**src/rtl/sso_pkg.sv**
```systemverilog
`timescale 1ns / 1ps

package sso_pkg;

   // Sizing of the observer
   localparam int MAX_STATES = 8;
   localparam int FRAC_BITS  = 16;
   localparam int DATA_W     = 32;
   localparam int IDX_W      = (MAX_STATES > 1) ? $clog2(MAX_STATES) : 1;
   localparam int AMEM_DEPTH = MAX_STATES * MAX_STATES;
   localparam int AMEM_AW    = (AMEM_DEPTH > 1) ? $clog2(AMEM_DEPTH) : 1;
   localparam int PROD_W     = 2 * DATA_W;
   localparam int RND_W      = PROD_W - FRAC_BITS;
   localparam int ACC_W      = RND_W + $clog2(MAX_STATES + 2) + 1;

   // Item field widths
   localparam int POS_W   = 3;
   localparam int COUNT_W = 4;

   // Stream and register port widths
   localparam int REQ_TDATA_W = 104;
   localparam int REQ_TUSER_W = 4;
   localparam int RSP_TDATA_W = 32;
   localparam int CSR_AW      = 3;
   localparam int CSR_DW      = 32;

   localparam logic [0:0]         REG_STATE_COUNT   = 1'b0;
   localparam logic [COUNT_W-1:0] STATE_COUNT_RESET = 4'd4;

   // Command codes
   localparam logic CMD_SAMPLE = 1'b0;
   localparam logic CMD_LOAD   = 1'b1;

   // Coefficient targets, coded as on the input
   typedef enum logic [1:0] {
      CS_A = 2'd0,
      CS_B = 2'd1,
      CS_C = 2'd2,
      CS_L = 2'd3
   } coef_sel_type;

   // Second multiplier operand
   typedef enum logic [1:0] {
      OB_STATE = 2'd0,
      OB_INNOV = 2'd1,
      OB_DRIVE = 2'd2
   } opb_sel_type;

   // Datapath actions on the finished sum
   typedef enum logic [2:0] {
      ACT_NONE       = 3'd0,
      ACT_INNOV      = 3'd1,
      ACT_STORE_NEXT = 3'd2,
      ACT_COPY       = 3'd3,
      ACT_STORE_EST  = 3'd4
   } act_type;

   // Sequencing of the step counter
   typedef enum logic [1:0] {
      SQ_NEXT   = 2'd0,
      SQ_LOOP_J = 2'd1,
      SQ_LOOP_I = 2'd2,
      SQ_END    = 2'd3
   } seq_type;

   localparam int UPC_W = 4;

   // One control word of the program
   typedef struct packed {
      logic              mac;
      logic              loop_j;
      coef_sel_type      coef_sel;
      opb_sel_type       opb_sel;
      act_type           act;
      seq_type           seq;
      logic [UPC_W-1:0]  target;
   } ucode_type;

   // Control from the sequencer to the store and the datapath
   typedef struct packed {
      logic              mac;
      logic              first;
      coef_sel_type      coef_sel;
      opb_sel_type       opb_sel;
      act_type           act;
      logic [IDX_W-1:0]  row_i;
      logic [IDX_W-1:0]  col_j;
   } ctrl_type;

   // Program step addresses
   localparam logic [UPC_W-1:0] ST_P_MAC   = 4'd0;
   localparam logic [UPC_W-1:0] ST_P_DR1   = 4'd1;
   localparam logic [UPC_W-1:0] ST_P_DR2   = 4'd2;
   localparam logic [UPC_W-1:0] ST_INNOV   = 4'd3;
   localparam logic [UPC_W-1:0] ST_R_MAC   = 4'd4;
   localparam logic [UPC_W-1:0] ST_R_GAIN  = 4'd5;
   localparam logic [UPC_W-1:0] ST_R_DRIVE = 4'd6;
   localparam logic [UPC_W-1:0] ST_R_DR1   = 4'd7;
   localparam logic [UPC_W-1:0] ST_R_DR2   = 4'd8;
   localparam logic [UPC_W-1:0] ST_R_STORE = 4'd9;
   localparam logic [UPC_W-1:0] ST_COPY    = 4'd10;
   localparam logic [UPC_W-1:0] ST_E_MAC   = 4'd11;
   localparam logic [UPC_W-1:0] ST_E_DR1   = 4'd12;
   localparam logic [UPC_W-1:0] ST_E_DR2   = 4'd13;
   localparam logic [UPC_W-1:0] ST_E_STORE = 4'd14;
   localparam logic [UPC_W-1:0] UPC_NONE   = 4'd0;

   // The observer program: prediction, innovation, state rows, copy, estimate
   function automatic ucode_type ucode_rom(input logic [UPC_W-1:0] upc);
      ucode_type w;
      unique case (upc)
         ST_P_MAC:   w = '{1'b1, 1'b1, CS_C, OB_STATE, ACT_NONE, SQ_LOOP_J, UPC_NONE};
         ST_P_DR1:   w = '{1'b0, 1'b0, CS_A, OB_STATE, ACT_NONE, SQ_NEXT, UPC_NONE};
         ST_P_DR2:   w = '{1'b0, 1'b0, CS_A, OB_STATE, ACT_NONE, SQ_NEXT, UPC_NONE};
         ST_INNOV:   w = '{1'b0, 1'b0, CS_A, OB_STATE, ACT_INNOV, SQ_NEXT, UPC_NONE};
         ST_R_MAC:   w = '{1'b1, 1'b1, CS_A, OB_STATE, ACT_NONE, SQ_LOOP_J, UPC_NONE};
         ST_R_GAIN:  w = '{1'b1, 1'b0, CS_L, OB_INNOV, ACT_NONE, SQ_NEXT, UPC_NONE};
         ST_R_DRIVE: w = '{1'b1, 1'b0, CS_B, OB_DRIVE, ACT_NONE, SQ_NEXT, UPC_NONE};
         ST_R_DR1:   w = '{1'b0, 1'b0, CS_A, OB_STATE, ACT_NONE, SQ_NEXT, UPC_NONE};
         ST_R_DR2:   w = '{1'b0, 1'b0, CS_A, OB_STATE, ACT_NONE, SQ_NEXT, UPC_NONE};
         ST_R_STORE: w = '{1'b0, 1'b0, CS_A, OB_STATE, ACT_STORE_NEXT, SQ_LOOP_I, ST_R_MAC};
         ST_COPY:    w = '{1'b0, 1'b0, CS_A, OB_STATE, ACT_COPY, SQ_NEXT, UPC_NONE};
         ST_E_MAC:   w = '{1'b1, 1'b1, CS_C, OB_STATE, ACT_NONE, SQ_LOOP_J, UPC_NONE};
         ST_E_DR1:   w = '{1'b0, 1'b0, CS_A, OB_STATE, ACT_NONE, SQ_NEXT, UPC_NONE};
         ST_E_DR2:   w = '{1'b0, 1'b0, CS_A, OB_STATE, ACT_NONE, SQ_NEXT, UPC_NONE};
         ST_E_STORE: w = '{1'b0, 1'b0, CS_A, OB_STATE, ACT_STORE_EST, SQ_NEXT, UPC_NONE};
         default:    w = '{1'b0, 1'b0, CS_A, OB_STATE, ACT_NONE, SQ_END, UPC_NONE};
      endcase
      return w;
   endfunction

   // Saturation limits at accumulator width
   localparam logic signed [ACC_W-1:0] SAT_HI =
      {{(ACC_W-DATA_W+1){1'b0}}, {(DATA_W-1){1'b1}}};
   localparam logic signed [ACC_W-1:0] SAT_LO =
      {{(ACC_W-DATA_W+1){1'b1}}, {(DATA_W-1){1'b0}}};
   localparam logic [PROD_W-1:0] RND_HALF = PROD_W'(1) << (FRAC_BITS - 1);

   // Full product of two signed words
   function automatic logic signed [PROD_W-1:0] mul_s(input logic signed [DATA_W-1:0] a,
                                                      input logic signed [DATA_W-1:0] b);
      logic signed [PROD_W-1:0] a_x;
      logic signed [PROD_W-1:0] b_x;
      a_x = PROD_W'(a);
      b_x = PROD_W'(b);
      return a_x * b_x;
   endfunction

   // Round half up, then drop the fraction bits with floor
   function automatic logic signed [RND_W-1:0] round_prod(input logic signed [PROD_W-1:0] p);
      logic signed [PROD_W-1:0] s;
      s = p + signed'(RND_HALF);
      return s[PROD_W-1:FRAC_BITS];
   endfunction

   function automatic logic sat_clips(input logic signed [ACC_W-1:0] v);
      return (v > SAT_HI) || (v < SAT_LO);
   endfunction

   function automatic logic signed [DATA_W-1:0] sat_acc(input logic signed [ACC_W-1:0] v);
      logic signed [DATA_W-1:0] r;
      if (v > SAT_HI) begin
         r = SAT_HI[DATA_W-1:0];
      end else if (v < SAT_LO) begin
         r = SAT_LO[DATA_W-1:0];
      end else begin
         r = v[DATA_W-1:0];
      end
      return r;
   endfunction

endpackage

```
**src/rtl/sso_datapath.sv**
```systemverilog
`timescale 1ns / 1ps

module sso_datapath (
   input  logic                               clock,
   input  logic                               reset,
   input  sso_pkg::ctrl_type                  ctrl,
   input  logic                               start,
   input  logic [sso_pkg::IDX_W-1:0]          n_last,
   input  logic signed [sso_pkg::DATA_W-1:0]  meas,
   input  logic signed [sso_pkg::DATA_W-1:0]  drive,
   input  logic signed [sso_pkg::DATA_W-1:0]  coef,
   output logic signed [sso_pkg::DATA_W-1:0]  est,
   output logic                               clip
);

   logic signed [sso_pkg::DATA_W-1:0] meas_ff, drive_ff, innov_ff;
   logic signed [sso_pkg::DATA_W-1:0] x_ff  [sso_pkg::MAX_STATES];
   logic signed [sso_pkg::DATA_W-1:0] nx_ff [sso_pkg::MAX_STATES];
   logic signed [sso_pkg::DATA_W-1:0] opb_ff, opb_in;
   logic signed [sso_pkg::PROD_W-1:0] prod_ff;
   logic signed [sso_pkg::RND_W-1:0]  rnd;
   logic signed [sso_pkg::ACC_W-1:0]  acc_ff, acc_in;
   logic signed [sso_pkg::ACC_W-1:0]  diff;
   logic signed [sso_pkg::DATA_W-1:0] sum_sat;
   logic                              sum_clip;
   logic                              m0_ff, f0_ff, m1_ff, f1_ff;
   logic signed [sso_pkg::DATA_W-1:0] est_ff;
   logic                              clip_ff;

   // Second operand, registered alongside the coefficient read
   always_comb begin
      case (ctrl.opb_sel)
         sso_pkg::OB_STATE: opb_in = x_ff[ctrl.col_j];
         sso_pkg::OB_INNOV: opb_in = innov_ff;
         sso_pkg::OB_DRIVE: opb_in = drive_ff;
         default:           opb_in = '0;
      endcase
   end

   // Rounded product into the running sum
   assign rnd    = sso_pkg::round_prod(prod_ff);
   assign acc_in = f1_ff ? sso_pkg::ACC_W'(rnd) : acc_ff + sso_pkg::ACC_W'(rnd);

   // Saturated finished sum, and the innovation from the prediction
   assign sum_sat  = sso_pkg::sat_acc(acc_ff);
   assign sum_clip = sso_pkg::sat_clips(acc_ff);
   assign diff     = sso_pkg::ACC_W'(meas_ff) - sso_pkg::ACC_W'(sum_sat);

   // Issue flags through the multiply pipeline
   always_ff @(posedge clock) begin
      if (reset) begin
         m0_ff <= 1'b0;
         m1_ff <= 1'b0;
      end else begin
         m0_ff <= ctrl.mac;
         m1_ff <= m0_ff;
      end
   end

   // Operand, product and accumulator stages
   always_ff @(posedge clock) begin
      f0_ff   <= ctrl.first;
      f1_ff   <= f0_ff;
      opb_ff  <= opb_in;
      prod_ff <= sso_pkg::mul_s(coef, opb_ff);
      if (m1_ff) begin
         acc_ff <= acc_in;
      end
      if (start) begin
         meas_ff  <= meas;
         drive_ff <= drive;
      end
      if (ctrl.act == sso_pkg::ACT_INNOV) begin
         innov_ff <= sso_pkg::sat_acc(diff);
      end
      if (ctrl.act == sso_pkg::ACT_STORE_NEXT) begin
         nx_ff[ctrl.row_i] <= sum_sat;
      end
   end

   // Observer state, estimate and clip flag
   always_ff @(posedge clock) begin
      if (reset) begin
         for (int k = 0; k < sso_pkg::MAX_STATES; k++) begin
            x_ff[k] <= '0;
         end
         est_ff  <= '0;
         clip_ff <= 1'b0;
      end else begin
         if (start) begin
            clip_ff <= 1'b0;
         end
         case (ctrl.act)
            sso_pkg::ACT_STORE_NEXT: begin
               if (sum_clip) begin
                  clip_ff <= 1'b1;
               end
            end
            sso_pkg::ACT_COPY: begin
               for (int k = 0; k < sso_pkg::MAX_STATES; k++) begin
                  if (sso_pkg::IDX_W'(k) <= n_last) begin
                     x_ff[k] <= nx_ff[k];
                  end
               end
            end
            sso_pkg::ACT_STORE_EST: begin
               est_ff <= sum_sat;
               if (sum_clip) begin
                  clip_ff <= 1'b1;
               end
            end
            default: begin
            end
         endcase
      end
   end

   assign est  = est_ff;
   assign clip = clip_ff;

endmodule

```
**config.mk**
```make
export PLATFORM = sky130hd
export DESIGN_NAME = sso_datapath
export DESIGN_NICKNAME = d
export VERILOG_FILES = /design/src/rtl/sso_pkg.sv /design/src/rtl/sso_datapath.sv
export SDC_FILE = /design/constraint.sdc
export NUM_CORES = 2
export LEC_CHECK = 0
export BUFFER_PORTS_ARGS = -buffer_cell sky130_fd_sc_hd__buf_4
export CAP_MARGIN = 20
export CORE_MARGIN = 2
export CORE_UTILIZATION = 32
export CTS_CLUSTER_DIAMETER = 40
export DETAILED_ROUTE_END_ITERATION = 8
export SYNTH_ARGS = -nofsm -noshare
export SYNTH_HDL_FRONTEND = slang
export SYNTH_SLANG_ARGS = --single-unit
```
**constraint.sdc**
```tcl
create_clock -name clock -period 11.6 [get_ports clock]
set_clock_uncertainty 0.2 [all_clocks]
set_input_delay 2.32 -clock clock [delete_from_list [all_inputs] [get_ports clock]]
set_output_delay 2.32 -clock clock [all_outputs]
set_load 0.02 [all_outputs]
```
==> impl_metrics.toml <==
[yosys]
synth.avg_cell_area_um2 = 11.1
synth_top_family_by_area = "adder cells"
synth_compound_area_share_pct = 5.57
yosysWarnings = 0
syn_nets = 7649
synth_edf_count = 661
synth_seq_area_share_pct = 32.2
syn-cell-area_mm2 = 0.0689
ys.flop_type = "edfxtp_1"
yosys.area_share.simple_pct = 13.5
synthCells = 6184
synth-async-reset-ratio_pct = 0
synthXorXnorAreaFrac_pct = 2.20
synth_cell_type_count = 85
synth_adder_area_share_pct = 36.4
ys_ff_latch = 779
synth_mux_area_share_pct = 2.67

[layout]
nNetsFinal = 7686
syn_to_final_growth_pct = 10.8
post-route-util_pct = 35.6
final_cells = 9137
drive_gt1_share_pct = 8.75
fill_cells = 21200

[sta]
rsz0062_at_grt = "no"
worst_pin_slew_ns = 1.14
hold_violations = 0
finalCriticalPeriod_ns = 10.0
slew_violations = 0
finalSetupViolCount = 0
setup_tns_ns = 0
setup_ws_ns = 1.60
fin_crit_sh_pct = 86.2
max_freq_mhz = 100
max_slew_margin_pct = 23.8

[place]
dp_slack_ns = 0.949
place_inst = 8967
dp_hpwl_um = 133000
portBuffers = 147
gp_congestion = 0.884

[global_routing]
grt_max_degree = 97
antenna_found_initial = 10
grt_pass1_vias = 47500
gr-total-overflow = 0
grt.total_usage_pct = 17.2
grt_pass1_wl_um = 288000

[setup_path]
arrival_ns = 10.32
criticalPathCategory = "in -> reg"
start_kind = "input port"
cp-end-kind = "register"
required_ns = 11.93
crit_fanout = 32

[clock_tree]
cts_tree = "built"
clk_latency_ns = 0.66
htreeDepth = 3
clock-sinks = 779
clkTransAtPathRegs_ns = 0.05
cts_hold_buf = 0
cts_resized = 0
numCtsBuffers = 90
cts_setup_buffers = 0
clock_path_buffers = 3
root_buffer = "clkbuf_16"

[run]
cap_violations = 0

[die]
start_util_pct = 32.1
dieArea_mm2 = 0.219
io_pins = 150
die_y_um = 468
die_width_um = 468
coreArea_mm2 = 0.214
row_count = 170

[drt]
wl_per_cell_um = 20.2
drc_errors = 0
drt_wl_total_um = 185000
vias = 44300
viasPerCell = 4.85
dr.first_iter.drc_count = 3380
dr.pass1.iters = 5
ant_nets = 0

[worst_hold_path]
hp-class = "reg -> reg"

[outcome]
status = "finished clean"
==> stage by stage <==
step,cell area (um2),hold WS [ns]
finish,76300,0.132
global route,76300,0.136
CTS,76300,0.132
detailed placement,73300,0.121
global placement,73300,0.117
floorplan,68900,0.110
==> final timing paths <==
check                          from                  end  slack [ns]  cells past startpoint
setup / recovery           coef[10]  prod_ff[60]$_DFF_P_        1.60                     26
hold reg to reg       f0_ff$_DFF_P_        f1_ff$_DFF_P_        0.13                      0
setup reg to reg  opb_ff[3]$_DFF_P_  prod_ff[60]$_DFF_P_        2.41                     24
hold / removal        f0_ff$_DFF_P_        f1_ff$_DFF_P_        0.13                      0
==> sequential cells by signal, summed over array words and instances, names as in the netlist, 49 cells and up <==
register  flops
acc_ff       53
nx_ff       256
prod_ff      49
x_ff        256
==> worst max-delay path, stage by stage <==
cell and delay, ns:
buf_4 0.39, nand2_1 0.16, fa_1 0.56, fa_1 0.55, inv_1 0.06, fa_1 0.50, inv_1 0.06, fa_1 0.54
inv_1 0.05, fa_1 0.52, fa_1 0.43, fa_1 0.54, inv_1 0.06, fa_1 0.56, inv_1 0.07, ha_1 0.40
nand2_1 0.14, a2111oi_4 0.52, nand4_1 0.15, o32a_1 0.38, a21oi_1 0.34, o31ai_2 0.15, a21boi_2 0.32, a221o_2 0.28
a31oi_1 0.11, xnor2_1 0.13
==> synth_stat cells, types with 5 or more instances <==
cell type / n / area, um2
fa_1: 1083 / 21700
inv_1: 1068 / 4010
and2_1: 675 / 4220
edfxtp_1: 661 / 19800
nand2_1: 640 / 2400
clkbuf_1: 279 / 1050
ha_1: 265 / 3320
nor2_1: 185 / 694
a21oi_1: 183 / 916
o21ai_0: 150 / 751
dfxtp_1: 118 / 2360
xnor2_1: 105 / 920
nor2b_1: 80 / 500
xor2_1: 66 / 578
mux4_2: 64 / 1440
a21o_1: 59 / 443
and3_1: 58 / 363
a211oi_1: 46 / 345
nand3_1: 39 / 195
mux2i_1: 35 / 350
nand2b_1: 28 / 175
nand4_1: 28 / 175
nor3_1: 25 / 125
o21a_1: 25 / 188
o21bai_1: 19 / 143
and4_1: 12 / 105
buf_1: 12 / 45.0
a31oi_1: 11 / 68.8
o21ai_1: 10 / 50.1
o21ai_2: 9 / 78.8
o31ai_1: 9 / 67.6
maj3_2: 8 / 90.1
or2_2: 8 / 50.1
o211ai_1: 7 / 52.6
a211o_1: 6 / 52.6
a221oi_1: 6 / 52.6
a31o_2: 6 / 52.6
nor4_1: 5 / 31.3
==> logic make-up (layout without fill, tap and decap cells) <==
group | count (synthesis) | count (layout)
AND/OR/NAND/NOR | 1808 | 1808
adder cells (fa/ha/maj) | 1356 | 1356
other | 0 | 4
multiplexers | 103 | 103
XOR/XNOR | 172 | 172
AO/OA/AOI/OAI | 601 | 601
flip-flops | 779 | 779
buffers and inverters | 1365 | 1476
==> per-layer routing <==
metal  wire length [um]  vias up  GRT usage, %
met1              82600    23100          24.6
met4               3710        2          3.68
met5                 13        -             0
met3              11800      201          2.03
li1                   -    19600             -
met2              86700     1340          28.1
==> placed cells by master, fill, tap and decap left out, types with 20 or more instances in the layout <==
cell type,count
a211oi_1,46
a21o_1,59
a21oi_1,183
and2_1,675
and3_1,58
buf_4,241
clkbuf_16,94
dfxtp_1,109
edfxtp_1,661
fa_1,1083
ha_1,265
inv_1,1068
mux2i_1,35
mux4_2,64
nand2_1,638
nand2b_1,27
nand3_1,39
nand4_1,28
nor2_1,176
nor2b_1,79
nor3_1,20
o21a_1,24
o21ai_0,150
xnor2_1,105
xor2_1,66
==> final cells by class <==
type / instances / area, um2 / share of cell area [%]
flip-flops and latches: 779 / 22200 / 29.1
diodes: 4 / 10.0 / 0.0131
multi-input cells: 4040 / 41700 / 54.6
well taps: 2838 / 3550 / 4.65
clock inverters: 60 / 618 / 0.810
inverters: 1068 / 4010 / 5.25
repair buffers: 242 / 1820 / 2.39
clock buffers: 106 / 2430 / 3.18
Power is not shown: default switching activity piles up to over one toggle a cycle in this logic, so the estimate is an artifact.
