==> src/rtl/sso_pkg.sv <==
`timescale 1ns / 1ps

package sso_pkg;

   // Sizing of the observer
   localparam int MAX_STATES = 8;
   localparam int FRAC_BITS  = 16;
   localparam int DATA_W     = 32;
   localparam int IDX_W      = (MAX_STATES > 1) ? $clog2(MAX_STATES) : 1;
   localparam int AMEM_DEPTH = MAX_STATES * MAX_STATES;
   localparam int AMEM_AW    = (AMEM_DEPTH > 1) ? $clog2(AMEM_DEPTH) : 1;
   localparam int PROD_W     = 2 * DATA_W;
   localparam int RND_W      = PROD_W - FRAC_BITS;
   localparam int ACC_W      = RND_W + $clog2(MAX_STATES + 2) + 1;

   // Item field widths
   localparam int POS_W   = 3;
   localparam int COUNT_W = 4;

   // Stream and register port widths
   localparam int REQ_TDATA_W = 104;
   localparam int REQ_TUSER_W = 4;
   localparam int RSP_TDATA_W = 32;
   localparam int CSR_AW      = 3;
   localparam int CSR_DW      = 32;

   localparam logic [0:0]         REG_STATE_COUNT   = 1'b0;
   localparam logic [COUNT_W-1:0] STATE_COUNT_RESET = 4'd4;

   // Command codes
   localparam logic CMD_SAMPLE = 1'b0;
   localparam logic CMD_LOAD   = 1'b1;

   // Coefficient targets, coded as on the input
   typedef enum logic [1:0] {
      CS_A = 2'd0,
      CS_B = 2'd1,
      CS_C = 2'd2,
      CS_L = 2'd3
   } coef_sel_type;

   // Second multiplier operand
   typedef enum logic [1:0] {
      OB_STATE = 2'd0,
      OB_INNOV = 2'd1,
      OB_DRIVE = 2'd2
   } opb_sel_type;

   // Datapath actions on the finished sum
   typedef enum logic [2:0] {
      ACT_NONE       = 3'd0,
      ACT_INNOV      = 3'd1,
      ACT_STORE_NEXT = 3'd2,
      ACT_COPY       = 3'd3,
      ACT_STORE_EST  = 3'd4
   } act_type;

   // Sequencing of the step counter
   typedef enum logic [1:0] {
      SQ_NEXT   = 2'd0,
      SQ_LOOP_J = 2'd1,
      SQ_LOOP_I = 2'd2,
      SQ_END    = 2'd3
   } seq_type;

   localparam int UPC_W = 4;

   // One control word of the program
   typedef struct packed {
      logic              mac;
      logic              loop_j;
      coef_sel_type      coef_sel;
      opb_sel_type       opb_sel;
      act_type           act;
      seq_type           seq;
      logic [UPC_W-1:0]  target;
   } ucode_type;

   // Control from the sequencer to the store and the datapath
   typedef struct packed {
      logic              mac;
      logic              first;
      coef_sel_type      coef_sel;
      opb_sel_type       opb_sel;
      act_type           act;
      logic [IDX_W-1:0]  row_i;
      logic [IDX_W-1:0]  col_j;
   } ctrl_type;

   // Program step addresses
   localparam logic [UPC_W-1:0] ST_P_MAC   = 4'd0;
   localparam logic [UPC_W-1:0] ST_P_DR1   = 4'd1;
   localparam logic [UPC_W-1:0] ST_P_DR2   = 4'd2;
   localparam logic [UPC_W-1:0] ST_INNOV   = 4'd3;
   localparam logic [UPC_W-1:0] ST_R_MAC   = 4'd4;
   localparam logic [UPC_W-1:0] ST_R_GAIN  = 4'd5;
   localparam logic [UPC_W-1:0] ST_R_DRIVE = 4'd6;
   localparam logic [UPC_W-1:0] ST_R_DR1   = 4'd7;
   localparam logic [UPC_W-1:0] ST_R_DR2   = 4'd8;
   localparam logic [UPC_W-1:0] ST_R_STORE = 4'd9;
   localparam logic [UPC_W-1:0] ST_COPY    = 4'd10;
   localparam logic [UPC_W-1:0] ST_E_MAC   = 4'd11;
   localparam logic [UPC_W-1:0] ST_E_DR1   = 4'd12;
   localparam logic [UPC_W-1:0] ST_E_DR2   = 4'd13;
   localparam logic [UPC_W-1:0] ST_E_STORE = 4'd14;
   localparam logic [UPC_W-1:0] UPC_NONE   = 4'd0;

   // The observer program: prediction, innovation, state rows, copy, estimate
   function automatic ucode_type ucode_rom(input logic [UPC_W-1:0] upc);
      ucode_type w;
      unique case (upc)
         ST_P_MAC:   w = '{1'b1, 1'b1, CS_C, OB_STATE, ACT_NONE, SQ_LOOP_J, UPC_NONE};
         ST_P_DR1:   w = '{1'b0, 1'b0, CS_A, OB_STATE, ACT_NONE, SQ_NEXT, UPC_NONE};
         ST_P_DR2:   w = '{1'b0, 1'b0, CS_A, OB_STATE, ACT_NONE, SQ_NEXT, UPC_NONE};
         ST_INNOV:   w = '{1'b0, 1'b0, CS_A, OB_STATE, ACT_INNOV, SQ_NEXT, UPC_NONE};
         ST_R_MAC:   w = '{1'b1, 1'b1, CS_A, OB_STATE, ACT_NONE, SQ_LOOP_J, UPC_NONE};
         ST_R_GAIN:  w = '{1'b1, 1'b0, CS_L, OB_INNOV, ACT_NONE, SQ_NEXT, UPC_NONE};
         ST_R_DRIVE: w = '{1'b1, 1'b0, CS_B, OB_DRIVE, ACT_NONE, SQ_NEXT, UPC_NONE};
         ST_R_DR1:   w = '{1'b0, 1'b0, CS_A, OB_STATE, ACT_NONE, SQ_NEXT, UPC_NONE};
         ST_R_DR2:   w = '{1'b0, 1'b0, CS_A, OB_STATE, ACT_NONE, SQ_NEXT, UPC_NONE};
         ST_R_STORE: w = '{1'b0, 1'b0, CS_A, OB_STATE, ACT_STORE_NEXT, SQ_LOOP_I, ST_R_MAC};
         ST_COPY:    w = '{1'b0, 1'b0, CS_A, OB_STATE, ACT_COPY, SQ_NEXT, UPC_NONE};
         ST_E_MAC:   w = '{1'b1, 1'b1, CS_C, OB_STATE, ACT_NONE, SQ_LOOP_J, UPC_NONE};
         ST_E_DR1:   w = '{1'b0, 1'b0, CS_A, OB_STATE, ACT_NONE, SQ_NEXT, UPC_NONE};
         ST_E_DR2:   w = '{1'b0, 1'b0, CS_A, OB_STATE, ACT_NONE, SQ_NEXT, UPC_NONE};
         ST_E_STORE: w = '{1'b0, 1'b0, CS_A, OB_STATE, ACT_STORE_EST, SQ_NEXT, UPC_NONE};
         default:    w = '{1'b0, 1'b0, CS_A, OB_STATE, ACT_NONE, SQ_END, UPC_NONE};
      endcase
      return w;
   endfunction

   // Saturation limits at accumulator width
   localparam logic signed [ACC_W-1:0] SAT_HI =
      {{(ACC_W-DATA_W+1){1'b0}}, {(DATA_W-1){1'b1}}};
   localparam logic signed [ACC_W-1:0] SAT_LO =
      {{(ACC_W-DATA_W+1){1'b1}}, {(DATA_W-1){1'b0}}};
   localparam logic [PROD_W-1:0] RND_HALF = PROD_W'(1) << (FRAC_BITS - 1);

   // Full product of two signed words
   function automatic logic signed [PROD_W-1:0] mul_s(input logic signed [DATA_W-1:0] a,
                                                      input logic signed [DATA_W-1:0] b);
      logic signed [PROD_W-1:0] a_x;
      logic signed [PROD_W-1:0] b_x;
      a_x = PROD_W'(a);
      b_x = PROD_W'(b);
      return a_x * b_x;
   endfunction

   // Round half up, then drop the fraction bits with floor
   function automatic logic signed [RND_W-1:0] round_prod(input logic signed [PROD_W-1:0] p);
      logic signed [PROD_W-1:0] s;
      s = p + signed'(RND_HALF);
      return s[PROD_W-1:FRAC_BITS];
   endfunction

   function automatic logic sat_clips(input logic signed [ACC_W-1:0] v);
      return (v > SAT_HI) || (v < SAT_LO);
   endfunction

   function automatic logic signed [DATA_W-1:0] sat_acc(input logic signed [ACC_W-1:0] v);
      logic signed [DATA_W-1:0] r;
      if (v > SAT_HI) begin
         r = SAT_HI[DATA_W-1:0];
      end else if (v < SAT_LO) begin
         r = SAT_LO[DATA_W-1:0];
      end else begin
         r = v[DATA_W-1:0];
      end
      return r;
   endfunction

endpackage

==> src/rtl/sso_sequencer.sv <==
`timescale 1ns / 1ps

module sso_sequencer (
   input  logic                        clock,
   input  logic                        reset,
   input  logic                        start,
   input  logic                        out_free,
   input  logic [sso_pkg::IDX_W-1:0]   n_last,
   output sso_pkg::ctrl_type           ctrl,
   output logic                        busy,
   output logic                        done
);

   logic                        busy_ff, busy_in;
   logic [sso_pkg::UPC_W-1:0]   upc_ff, upc_in;
   logic [sso_pkg::IDX_W-1:0]   i_ff, i_in;
   logic [sso_pkg::IDX_W-1:0]   j_ff, j_in;
   sso_pkg::ucode_type          uw;
   logic                        go;

   // Current control word; only the final step waits on the result register
   assign uw   = sso_pkg::ucode_rom(upc_ff);
   assign go   = busy_ff && ((uw.seq != sso_pkg::SQ_END) || out_free);
   assign done = busy_ff && (uw.seq == sso_pkg::SQ_END) && out_free;
   assign busy = busy_ff;

   // Step counter, row counter and column counter
   always_comb begin
      busy_in = busy_ff;
      upc_in  = upc_ff;
      i_in    = i_ff;
      j_in    = j_ff;
      if (start) begin
         busy_in = 1'b1;
         upc_in  = sso_pkg::ST_P_MAC;
         i_in    = '0;
         j_in    = '0;
      end else if (go) begin
         case (uw.seq)
            sso_pkg::SQ_NEXT: begin
               upc_in = upc_ff + sso_pkg::UPC_W'(1);
            end
            sso_pkg::SQ_LOOP_J: begin
               if (j_ff == n_last) begin
                  j_in   = '0;
                  upc_in = upc_ff + sso_pkg::UPC_W'(1);
               end else begin
                  j_in = j_ff + sso_pkg::IDX_W'(1);
               end
            end
            sso_pkg::SQ_LOOP_I: begin
               if (i_ff == n_last) begin
                  i_in   = '0;
                  upc_in = upc_ff + sso_pkg::UPC_W'(1);
               end else begin
                  i_in   = i_ff + sso_pkg::IDX_W'(1);
                  upc_in = uw.target;
               end
            end
            default: begin
               busy_in = 1'b0;
            end
         endcase
      end
   end

   always_ff @(posedge clock) begin
      if (reset) begin
         busy_ff <= 1'b0;
         upc_ff  <= '0;
         i_ff    <= '0;
         j_ff    <= '0;
      end else begin
         busy_ff <= busy_in;
         upc_ff  <= upc_in;
         i_ff    <= i_in;
         j_ff    <= j_in;
      end
   end

   // Control to the coefficient store and the datapath
   always_comb begin
      ctrl.mac      = go && uw.mac;
      ctrl.first    = uw.loop_j && (j_ff == '0);
      ctrl.coef_sel = uw.coef_sel;
      ctrl.opb_sel  = uw.opb_sel;
      ctrl.act      = go ? uw.act : sso_pkg::ACT_NONE;
      ctrl.row_i    = i_ff;
      ctrl.col_j    = j_ff;
   end

endmodule

==> config.mk <==
export PLATFORM = sky130hd
export DESIGN_NAME = sso_sequencer
export DESIGN_NICKNAME = d
export VERILOG_FILES = /design/src/rtl/sso_pkg.sv /design/src/rtl/sso_sequencer.sv
export SDC_FILE = /design/constraint.sdc
export NUM_CORES = 1
export LEC_CHECK = 0
export BUFFER_PORTS_ARGS = -buffer_cell sky130_fd_sc_hd__buf_2
export CORE_AREA = 2 2 52 54
export CTS_BUF_LIST = sky130_fd_sc_hd__clkbuf_16
export DETAILED_ROUTE_END_ITERATION = 8
export DIE_AREA = 0 0 54 56
export PLACE_DENSITY = 0.81
export SLEW_MARGIN = 10
export SYNTH_ARGS = -nofsm -noshare
export SYNTH_HDL_FRONTEND = slang
export SYNTH_SLANG_ARGS = --single-unit
==> constraint.sdc <==
create_clock -name clock -period 2.7 [get_ports clock]
set_input_delay 0.27 -clock clock [delete_from_list [all_inputs] [get_ports clock]]
set_output_delay 0.27 -clock clock [all_outputs]
set_load 0.005 [all_outputs]
==> results.cfg, run 1 <==
[worst_setup_path]
path_max_fanout = 8
required_ns = 2.83
worstReg2RegStart = j_ff[1]
timing.critical_path.slowest_cell_delay_ns = 0.55
path_depth = 8
path_cells = xor2_1, o41a_4, or3b_4, a21oi_4, inv_1, ha_1, mux2i_2, o22ai_1
cp_num_buf_inv = 1
rrSetupSlack_ns = 0.20
r2r_end = uw[14]
path_class = flip-flop to flip-flop
cp_slowest_cell = o41a_4
cp-endpoint = uw[14]
startpoint_type = flip-flop
crit_path_start = j_ff[1]
cp.arrival_ns = 2.63
r2r_cells = 8
crit_family = compound AO/OA/AOI/OAI gates
endpoint_kind = flip-flop

[routing]
postRouteAntennaNets = 0
drt_iter0_drc = 13
routed_wl_mm = 2.339
via_per_inst = 5.140
wl_per_cell_um = 12.58
dr.pass1.iters = 4
vias = 956
drc = 0

[power_and_ir_drop]
p_per_area_mw_per_mm2 = 491.5
power.leakage_nw = 0.6641
vdd_drop_max_mv = 0.4071

[place]
place_area_mm2 = 0.001344
dp_hpwl_mm = 1.834
io_buffer_count = 23
dp_cells = 182
gp_congestion = 0.9124

[clocking]
numCtsBuffers = 3
cts.sinks = 23
cts_tree = done
clockBufferDepth = 2
cts_root_buf = clkbuf_16
htreeDepth = 1
cts_hold_buf = 0
path_clk_slew_ns = 0.06
clk_latency_ns = 0.25

[timing]
finClkSkew_ns = 0.002966
drv_slew = 0
finalCritPeriodShare_pct = 92.52
tightestPinTransition_ns = 0.4775
max_freq_mhz = 400.3
maxSlewHeadroom_pct = 68.05
finalSetupViolCount = 0
setup-tns-final_ns = 0
rsz0062_at_grt = no
period_needed_ns = 2.498
hold_violations = 0

[synthesis]
yosysSeqAreaShare_pct = 37.55
synth-seq-cells = 23
synthDistinctLibCells = 35
syn_area_mm2 = 0.001226
syn_area_per_cell_um2 = 9.151
yosysWarnings = 0
syn_nets = 150
netlist_instances = 134

[grt]
grt_max_degree = 14
antenna_found_initial = 0
overflow = 0
grt_pass1_wl_mm = 3.919
track_usage_pct = 17.05
first_global_vias = 985

[cells_and_area]
final_area_mm2 = 0.001428
nFillCells = 203
seq_area_um2 = 460.4
nets = 173
multiInputGateArea_um2 = 693.2
instances_no_fill = 186
antenna_cells = 0
syn2layout_area_growth_pct = 16.43
drive_gt1_share_pct = 25.00

[die]
die_area_mm2 = 0.003024
dieHeight_um = 56
start_util_pct = 50.41
die_w_um = 54
row_count = 18
core-area_mm2 = 0.002432
io-pin-count = 24

[run]
drv_cap = 0

[hold_path]
hp-class = primary input to flip-flop

[outcome]
status = complete, no violations
cell usage in the layout, fill, tap and decap left out, drive strengths merged, types with 6 or more instances in the layout:
master,synthesis,layout
mux2i,6,6
inv,11,11
dfxtp,23,23
a21oi,6,6
nor2,23,23
xor2,7,7
and2,7,7
ha,9,9
buf,4,23
cells in the mapped netlist:
cell,number,area [um^2]
nand3b_1,2,15.01
clkbuf_2,1,5.000
o2bb2ai_2,1,15.01
buf_4,4,30.03
mux2i_1,6,60.06
o21a_1,2,15.01
or2_2,2,12.51
ha_1,9,112.6
a22o_1,1,8.760
nand3_2,1,10.01
and2_4,1,8.760
or3b_4,1,11.26
o21ai_0,3,15.01
o2bb2ai_1,1,8.760
and2_2,1,7.510
nor3_4,1,16.27
o22ai_1,1,6.260
nand3_1,3,15.01
and2_1,5,31.28
nor2b_1,2,12.51
nand2_1,4,15.01
o21bai_1,1,7.510
dfxtp_1,23,460.4
and3_1,1,6.260
nand2b_1,2,12.51
nor2_1,23,86.33
o41a_4,1,21.27
nor3b_1,2,15.01
o21ai_4,1,16.27
a21oi_1,5,25.02
xor2_1,7,61.31
inv_1,11,41.29
a21oi_4,1,16.27
o311a_1,1,10.01
nor3_1,3,15.01
per-layer routing:
metal  vias to the layer above  share of wire (%)  GRT usage, %  routed length, um
li1                        485                  -             -                  -
met1                       450                 43         18.59               1017
met2                        18                 52         31.01               1209
met3                         3                3.6         2.688                 84
met4                         0                1.2         7.143                 28
met5                         -                  0             0                  0
logic make-up (layout without fill, tap and decap cells):
logic type / count (synthesis) / count (layout) / synth area share [%]
AOI/OAI and AO/OA: 19 / 19 / 13.47
xor gates and xnor gates: 7 / 7 / 5.000
adders and majority gates: 9 / 9 / 9.184
buffers and inverters: 16 / 38 / 6.224
DFF: 23 / 23 / 37.55
muxes: 6 / 6 / 4.898
and+or+nand+nor: 54 / 54 / 23.67
state kept, by name (all words and copies together) (netlist names):
name,count
j_ff,3
busy,1
uw,12
upc_ff,4
i_ff,3
final cells by class:
type	count	share of cell area, %
well taps	30	2.629
flip-flops and latches	23	32.25
inverters	11	2.892
clock inverters	1	0.3506
clock buffers	3	5.259
repair buffers	23	8.063
multi-input cells	95	48.55
power breakdown:
part	total, mW	switching, mW	leakage, nW	internal [mW]
Sequential	0.346	0.00349	0.186	0.342
Clock	0.315	0.116	0.0409	0.199
Combinational	0.0411	0.0242	0.437	0.0170
Total	0.702	0.143	0.664	0.558
per-stage QoR:
step / power, mW / utilization, % / hold WS (ns) / worst slack [ns]
floorplan: 0.3789 / - / 0.3424 / 0.3505
global placement: 0.3921 / 55.25 / 0.4529 / 0.2749
detailed placement: 0.3944 / 55.25 / 0.4644 / 0.1470
CTS: 0.7097 / 58.54 / 0.1964 / 0.1457
global route: 0.7284 / 58.69 / 0.2019 / 0.04681
finish: 0.7017 / 58.69 / 0.2011 / 0.2021
worst min path at each step:
stage,start,to,slack (ns),depth (start not counted)
6_report,reset,busy,0.20,2
2_1_floorplan,reset,busy,0.34,1
3_3_place_gp,reset,busy,0.45,2
3_5_place_dp,reset,busy,0.46,2
4_1_cts,reset,busy,0.20,2
5_1_grt,reset,busy,0.20,2
repair_timing:
item                                   in CTS  in global routing
endpoints found under the hold margin       0                  0
setup endpoints to repair                   0                  1
buffers inserted                            0                  0
resized for setup                           0                  1
Power figures use the tool's default switching activity.
==> run 2: changes to the inputs <==
--- a/config.mk
+++ b/config.mk
@@ -5,12 +5,13 @@
 export SDC_FILE = /design/constraint.sdc
 export NUM_CORES = 1
 export LEC_CHECK = 0
+export ABC_AREA = 1
 export BUFFER_PORTS_ARGS = -buffer_cell sky130_fd_sc_hd__buf_2
-export CORE_AREA = 2 2 52 54
-export CTS_BUF_LIST = sky130_fd_sc_hd__clkbuf_16
+export CORE_AREA = 2 2 50 52
+export CTS_BUF_LIST = sky130_fd_sc_hd__clkbuf_4
 export DETAILED_ROUTE_END_ITERATION = 8
-export DIE_AREA = 0 0 54 56
-export PLACE_DENSITY = 0.81
+export DIE_AREA = 0 0 52 54
+export PLACE_DENSITY = 0.87
 export SLEW_MARGIN = 10
 export SYNTH_ARGS = -nofsm -noshare
 export SYNTH_HDL_FRONTEND = slang
==> run 2 against run 1 <==
Compared with the run above:
- largest power group unchanged
- wire length down 5.1%
- flip-flop and latch count unchanged
- sequential share of layout area rose by 1.2 points
- die area fell by 7.1%
- worst setup slack better by 0.38 ns
- combinational power rose by 18%
- critical path depth rose by 5
- register-to-register slack gained 0.38 ns
- first-iteration DRC count up 31%
- final area shrank 3.6%
- maximum frequency rose by 18%
- critical endpoint is now uw[12]
- global-route usage up 0.25 points
==> results.cfg, run 2 <==
[worst_setup_path]
timing.critical_path.slowest_cell_delay_ns = 0.46
worstReg2RegStart = j_ff[0]
crit_family = simple AND/OR/NAND/NOR gates
path_max_fanout = 6
path_class = flip-flop to flip-flop
cp_slowest_cell = dfxtp_1
path_cells = nand2_1, nand2_1, nand3_2, nand2_1, nand2_2, o21ai_0, nand2_1, inv_1, ha_1, nand4_1, nand2_2, nand2_1, nand2_1
endpoint_kind = flip-flop
crit_top_cell = nand2_1
crit_path_start = j_ff[0]
cp_num_buf_inv = 1
required_ns = 2.97
cp.arrival_ns = 2.38
startpoint_type = flip-flop

[synthesis]
synth.largest_area_cell = dfxtp_1
synth_top_area_share_pct = 37.55
syn_area_per_cell_um2 = 7.342
synth_area_leaders = dfxtp_1 (38%), nand2_1 (13%), ha_1 (9.2%)
yosysSeqAreaShare_pct = 37.55
syn_area_mm2 = 0.001226
netlist_instances = 167
synthDistinctLibCells = 21
synthArstFlopShare_pct = 0
synth.most_common_cell = nand2_1
synth-edff-count = 0
synth_flop_cell = dfxtp_1
synth_common_cells = nand2_1 (43), inv_1 (30), dfxtp_1 (23), nor2_1 (12), nand3_1 (11)
syn_nets = 183
yosysWarnings = 0
synth-seq-cells = 23

[cells_and_area]
mostFrequentLayoutCell = nand2_1
final_area_mm2 = 0.001376
instances_no_fill = 220
largest_register_ffs = 12
layout_common_cells = nand2_1 (43), inv_1 (30), dfxtp_1 (23), buf_2 (23), nor2_1 (12)
syn2layout_area_growth_pct = 12.24
drive_gt1_share_pct = 21.58
nets = 207
antenna_cells = 0

[hold_path]
hp-class = primary input to flip-flop
worstHoldStart = reset

[place]
dp_hpwl_mm = 1.793
place_area_mm2 = 0.001349
io_buffer_count = 23
gp_congestion = 0.8552
dp_cells = 216

[timing]
finClkSkew_ns = 0.001361
whs_ns = 0.1132
drv_slew = 0
finalSetupViolCount = 0
rsz0062_at_grt = no
max_freq_mhz = 473.0
hold_violations = 0
period_needed_ns = 2.114
finalCritPeriodShare_pct = 78.30
tightestPinTransition_ns = 0.4289
maxSlewHeadroom_pct = 71.10
setup-tns-final_ns = 0

[grt]
track_usage_pct = 17.30
first_global_vias = 907
grt_max_degree = 14
grt_pass1_wl_mm = 3.581
overflow = 0
antenna_found_initial = 0

[routing]
wl_per_cell_um = 10.09
vias = 1043
postRouteAntennaNets = 0
drc = 0
dr.pass1.iters = 4
drt_iter0_drc = 17
via_per_inst = 4.741
routed_wl_mm = 2.219

[clocking]
cts_tree = done
cts_resized = 0
clockBufferDepth = 2
path_clk_slew_ns = 0.12
cts_root_buf = clkbuf_4
numCtsBuffers = 3
post_cts_buffers = 0
clk_latency_ns = 0.31
htreeDepth = 1
cts_hold_buf = 0
cts.sinks = 23

[power_and_ir_drop]
vdd_drop_max_mv = 0.2992
power.leakage_nw = 0.7472
p_per_area_mw_per_mm2 = 401.6
power_uw = 552.8

[die]
row_count = 18
die_area_mm2 = 0.002808
dieHeight_um = 54
die_w_um = 52
core-area_mm2 = 0.002320
start_util_pct = 52.86
io-pin-count = 24

[run]
drv_cap = 0

[outcome]
status = complete, no violations
[run 2: layout make-up]
cell class	instances	area, um^2
clock buffers	3	22.52
multi-input cells	107	611.8
repair buffers	23	115.1
inverters	33	123.9
well taps	30	37.54
flip-flops and latches	23	460.4
fillers	222	943.4
clock inverters	1	5.005
[run 2: kinds of logic after synthesis]
group | synth area share, %
AOI/OAI and AO/OA | 9.286
xor gates and xnor gates | 2.858
adders and majority gates | 9.184
buffers and inverters | 12.55
DFF | 37.55
and+or+nand+nor | 28.57
[run 2: where the power goes]
| part | total (mW) | internal [mW] | switching, mW |
|---|---|---|---|
| logic | 0.0483 | 0.0180 | 0.0303 |
| registers | 0.349 | 0.344 | 0.00466 |
| clock network | 0.156 | 0.0554 | 0.100 |
| total | 0.553 | 0.417 | 0.135 |
[run 2: routing by layer]
metal / vias to the layer above / part of all wire, % / wire length (um) / GRT usage, %
li1: 560 / - / - / -
met3: 5 / 3.1 / 69 / 3.333
met4: 0 / 1.8 / 41 / 7.895
met5: - / 0 / 0 / 0
met1: 463 / 47 / 1034 / 20.03
met2: 15 / 48 / 1074 / 30.80
[run 2: worst paths after layout]
path	endpoint	slack (ns)	cells after the start
worst min-delay path	busy	0.11	2
worst max-delay path	uw[12]	0.59	13
worst min register to register	i_ff[1]	0.54	2
worst max register to register	uw[12]	0.59	13
[run 2: through the flow]
| stage | utilization [%] | setup slack (ns) |
|---|---|---|
| finish | 59.33 | 0.5859 |
| global route | 59.33 | 0.3129 |
| CTS | 59.33 | 0.5864 |
| detailed placement | 58.14 | 0.6214 |
| global placement | 58.14 | 0.7180 |
| floorplan | - | 0.8425 |
==> run 3: changes to the inputs <==
--- a/config.mk
+++ b/config.mk
@@ -5,7 +5,7 @@
 export SDC_FILE = /design/constraint.sdc
 export NUM_CORES = 1
 export LEC_CHECK = 0
-export ABC_AREA = 1
+export ABC_AREA = 0
 export BUFFER_PORTS_ARGS = -buffer_cell sky130_fd_sc_hd__buf_2
 export CORE_AREA = 2 2 50 52
 export CTS_BUF_LIST = sky130_fd_sc_hd__clkbuf_4
==> constraint.sdc (replaced) <==
create_clock -name clock -period 2.2 [get_ports clock]
set_input_delay 0.22 -clock clock [delete_from_list [all_inputs] [get_ports clock]]
set_output_delay 0.22 -clock clock [all_outputs]
set_load 0.005 [all_outputs]
==> run 3 against run 2 <==
Compared with the run above:
- the flow now finishes with violations (setup timing)
- sequential power grew 21%
- critical path depth shrank 5
- critical path type unchanged
- non-clock buffer count grew 16
- clock-buffer cell count is the same
- largest power group unchanged
==> results.cfg, run 3 (synthesis results as in run 1) <==
[power_and_ir_drop]
p_per_area_mw_per_mm2 = 439.1
p_seq_share_pct = 62.2
power.leakage_nw = 0.7285
p_int_uw = 516.8
swShare_pct = 23.97
vdd_drop_max_mv = 0.4129
clkPwrFrac_pct = 28.5
power.switching_uw = 162.9
share_comb_of_total_power_pct = 9.3

[routing]
vias = 1015
drt_iter0_drc = 14
dr.pass1.iters = 4
drc = 0
routed_wl_mm = 2.560
via_per_inst = 5.025
wl_per_cell_um = 12.67
postRouteAntennaNets = 0

[die]
die_area_mm2 = 0.002808
row_count = 18
start_util_pct = 52.86
core-area_mm2 = 0.002320
io-pin-count = 24
die_w_um = 52
dieHeight_um = 54

[worst_setup_path]
startpoint_type = flip-flop
path_cells = xor2_1, o311a_1, or3b_4, a21oi_4, inv_2, ha_4, mux2i_4, o2bb2ai_1
crit_path_start = i_ff[1]
endpoint_kind = flip-flop
r2r_end = uw[12]
rrSetupSlack_ns = -0.02
cp-endpoint = uw[12]
timing.critical_path.slowest_cell_delay_ns = 0.43
r2r_cells = 8
cp_slowest_cell = or3b_4
required_ns = 2.41
worstReg2RegStart = i_ff[1]
cp.arrival_ns = 2.44
path_class = flip-flop to flip-flop
path_max_fanout = 5

[timing]
maxSlewHeadroom_pct = 70.08
hold_violations = 0
rsz0062_at_grt = yes
drv_slew = 0
finalCritPeriodShare_pct = 101.1
finClkSkew_ns = 0.001230
period_needed_ns = 2.225
fin_ws_ns = -0.02462
max_freq_mhz = 449.5
tightestPinTransition_ns = 0.4441
setup-tns-final_ns = -0.06441
finalSetupViolCount = 5

[place]
dp_hpwl_mm = 2.033
gp_congestion = 0.7726
io_buffer_count = 23
dp_cells = 193

[outcome]
violations = setup timing
status = finished with violations

[cells_and_area]
antenna_cells = 0
syn2layout_area_growth_pct = 26.22
multiInputGateArea_um2 = 737.0
nFillCells = 188
drive_gt1_share_pct = 37.21
seq_area_um2 = 465.4
nets = 189
mostFrequentLayoutCell = buf_2
instances_no_fill = 202
largest_register_ffs = 12
layout_common_cells = buf_2 (23), nor2_1 (22), dfxtp_1 (21), buf_4 (15), inv_1 (10)

[grt]
grt_pass1_wl_mm = 4.188
overflow = 0
track_usage_pct = 20.05
grt_max_degree = 14
first_global_vias = 994
antenna_found_initial = 0

[clocking]
cts.sinks = 23
htreeDepth = 1
cts_root_buf = clkbuf_4
clockBufferDepth = 2
numCtsBuffers = 3
cts_hold_buf = 0
path_clk_slew_ns = 0.12
cts_tree = done
clk_latency_ns = 0.31

[hold_path]
hp-class = primary input to flip-flop
min_path_cells = 2

[run]
drv_cap = 0
==> run 3: changes by cell type in the layout (fill, tap and decap cells not counted), moves of 5 or more <==
cell	delta
and2_1	+5
buf_4	+15
inv_1	-20
mux2i_1	+5
nand2_1	-39
nand3_1	-8
nor2_1	+10
xor2_1	+5
==> run 3: worst min path at each step <==
stage / start / end
4_1_cts: reset / busy
6_report: reset / busy
2_1_floorplan: reset / busy
3_3_place_gp: reset / busy
5_1_grt: reset / busy
3_5_place_dp: reset / busy
==> run 3: critical path, delay by kind of cell, from the launching register on <==
family                     cells  cell delay (ns)
DFF                            1             0.37
buffers and inverters          1             0.08
adders and majority gates      1             0.17
muxes                          1             0.16
and+or+nand+nor                1             0.43
AOI/OAI and AO/OA              3             0.73
xor gates and xnor gates       1             0.19
==> run 3: metal layers <==
layer  global-route usage (%)  routed length [um]  vias to the layer above
li1                         -                   -                      519
met1                    20.31                1000                      467
met2                    41.35                1431                       24
met3                    2.778                  98                        5
met4                    6.579                  29                        0
met5                        0                   0                        -
==> run 3: layout make-up <==
cell class | count | share of cell area [%]
Clock buffer | 3 | 1.455
Clock inverter | 1 | 0.3234
Inverter | 11 | 2.668
Multi-Input combinational cell | 95 | 47.62
Sequential cell | 23 | 30.07
Tap cell | 30 | 2.425
Timing Repair Buffer | 39 | 15.44
==> run 3: power groups by stage <==
| stage | registers, mW | logic (mW) | clock network (mW) |
|---|---|---|---|
| 3_3_place_gp | 0.432 | 0.0582 | 0 |
| 2_1_floorplan | 0.433 | 0.0341 | 0 |
| 6_report | 0.423 | 0.0633 | 0.194 |
| 5_1_grt | 0.424 | 0.0704 | 0.221 |
| 4_1_cts | 0.423 | 0.0638 | 0.195 |
| 3_5_place_dp | 0.432 | 0.0613 | 0 |
==> run 3: metrics by stage <==
stage                     hold slack (ns)  util (%)  power (mW)  setup slack [ns]  cell area, um^2
after global routing              0.04547     66.72      0.7153           -0.1027             1548
after global placement             0.3946     63.05      0.4905          -0.02392             1463
after floorplan                    0.2850         -      0.4674          -0.01017             1262
after detailed placement           0.4030     63.05      0.4936          -0.09783             1463
final                             0.06228     66.72      0.6797          -0.02462             1548
after CTS                         0.06212     66.29      0.6816          -0.04458             1538
==> run 3: repair_timing <==
item / in CTS / in global routing
pin swaps: 5 / 3
buffers inserted: 4 / 1
setup endpoints to repair: 7 / 10
gates cloned: 0 / 0
gates resized for setup: 4 / 1
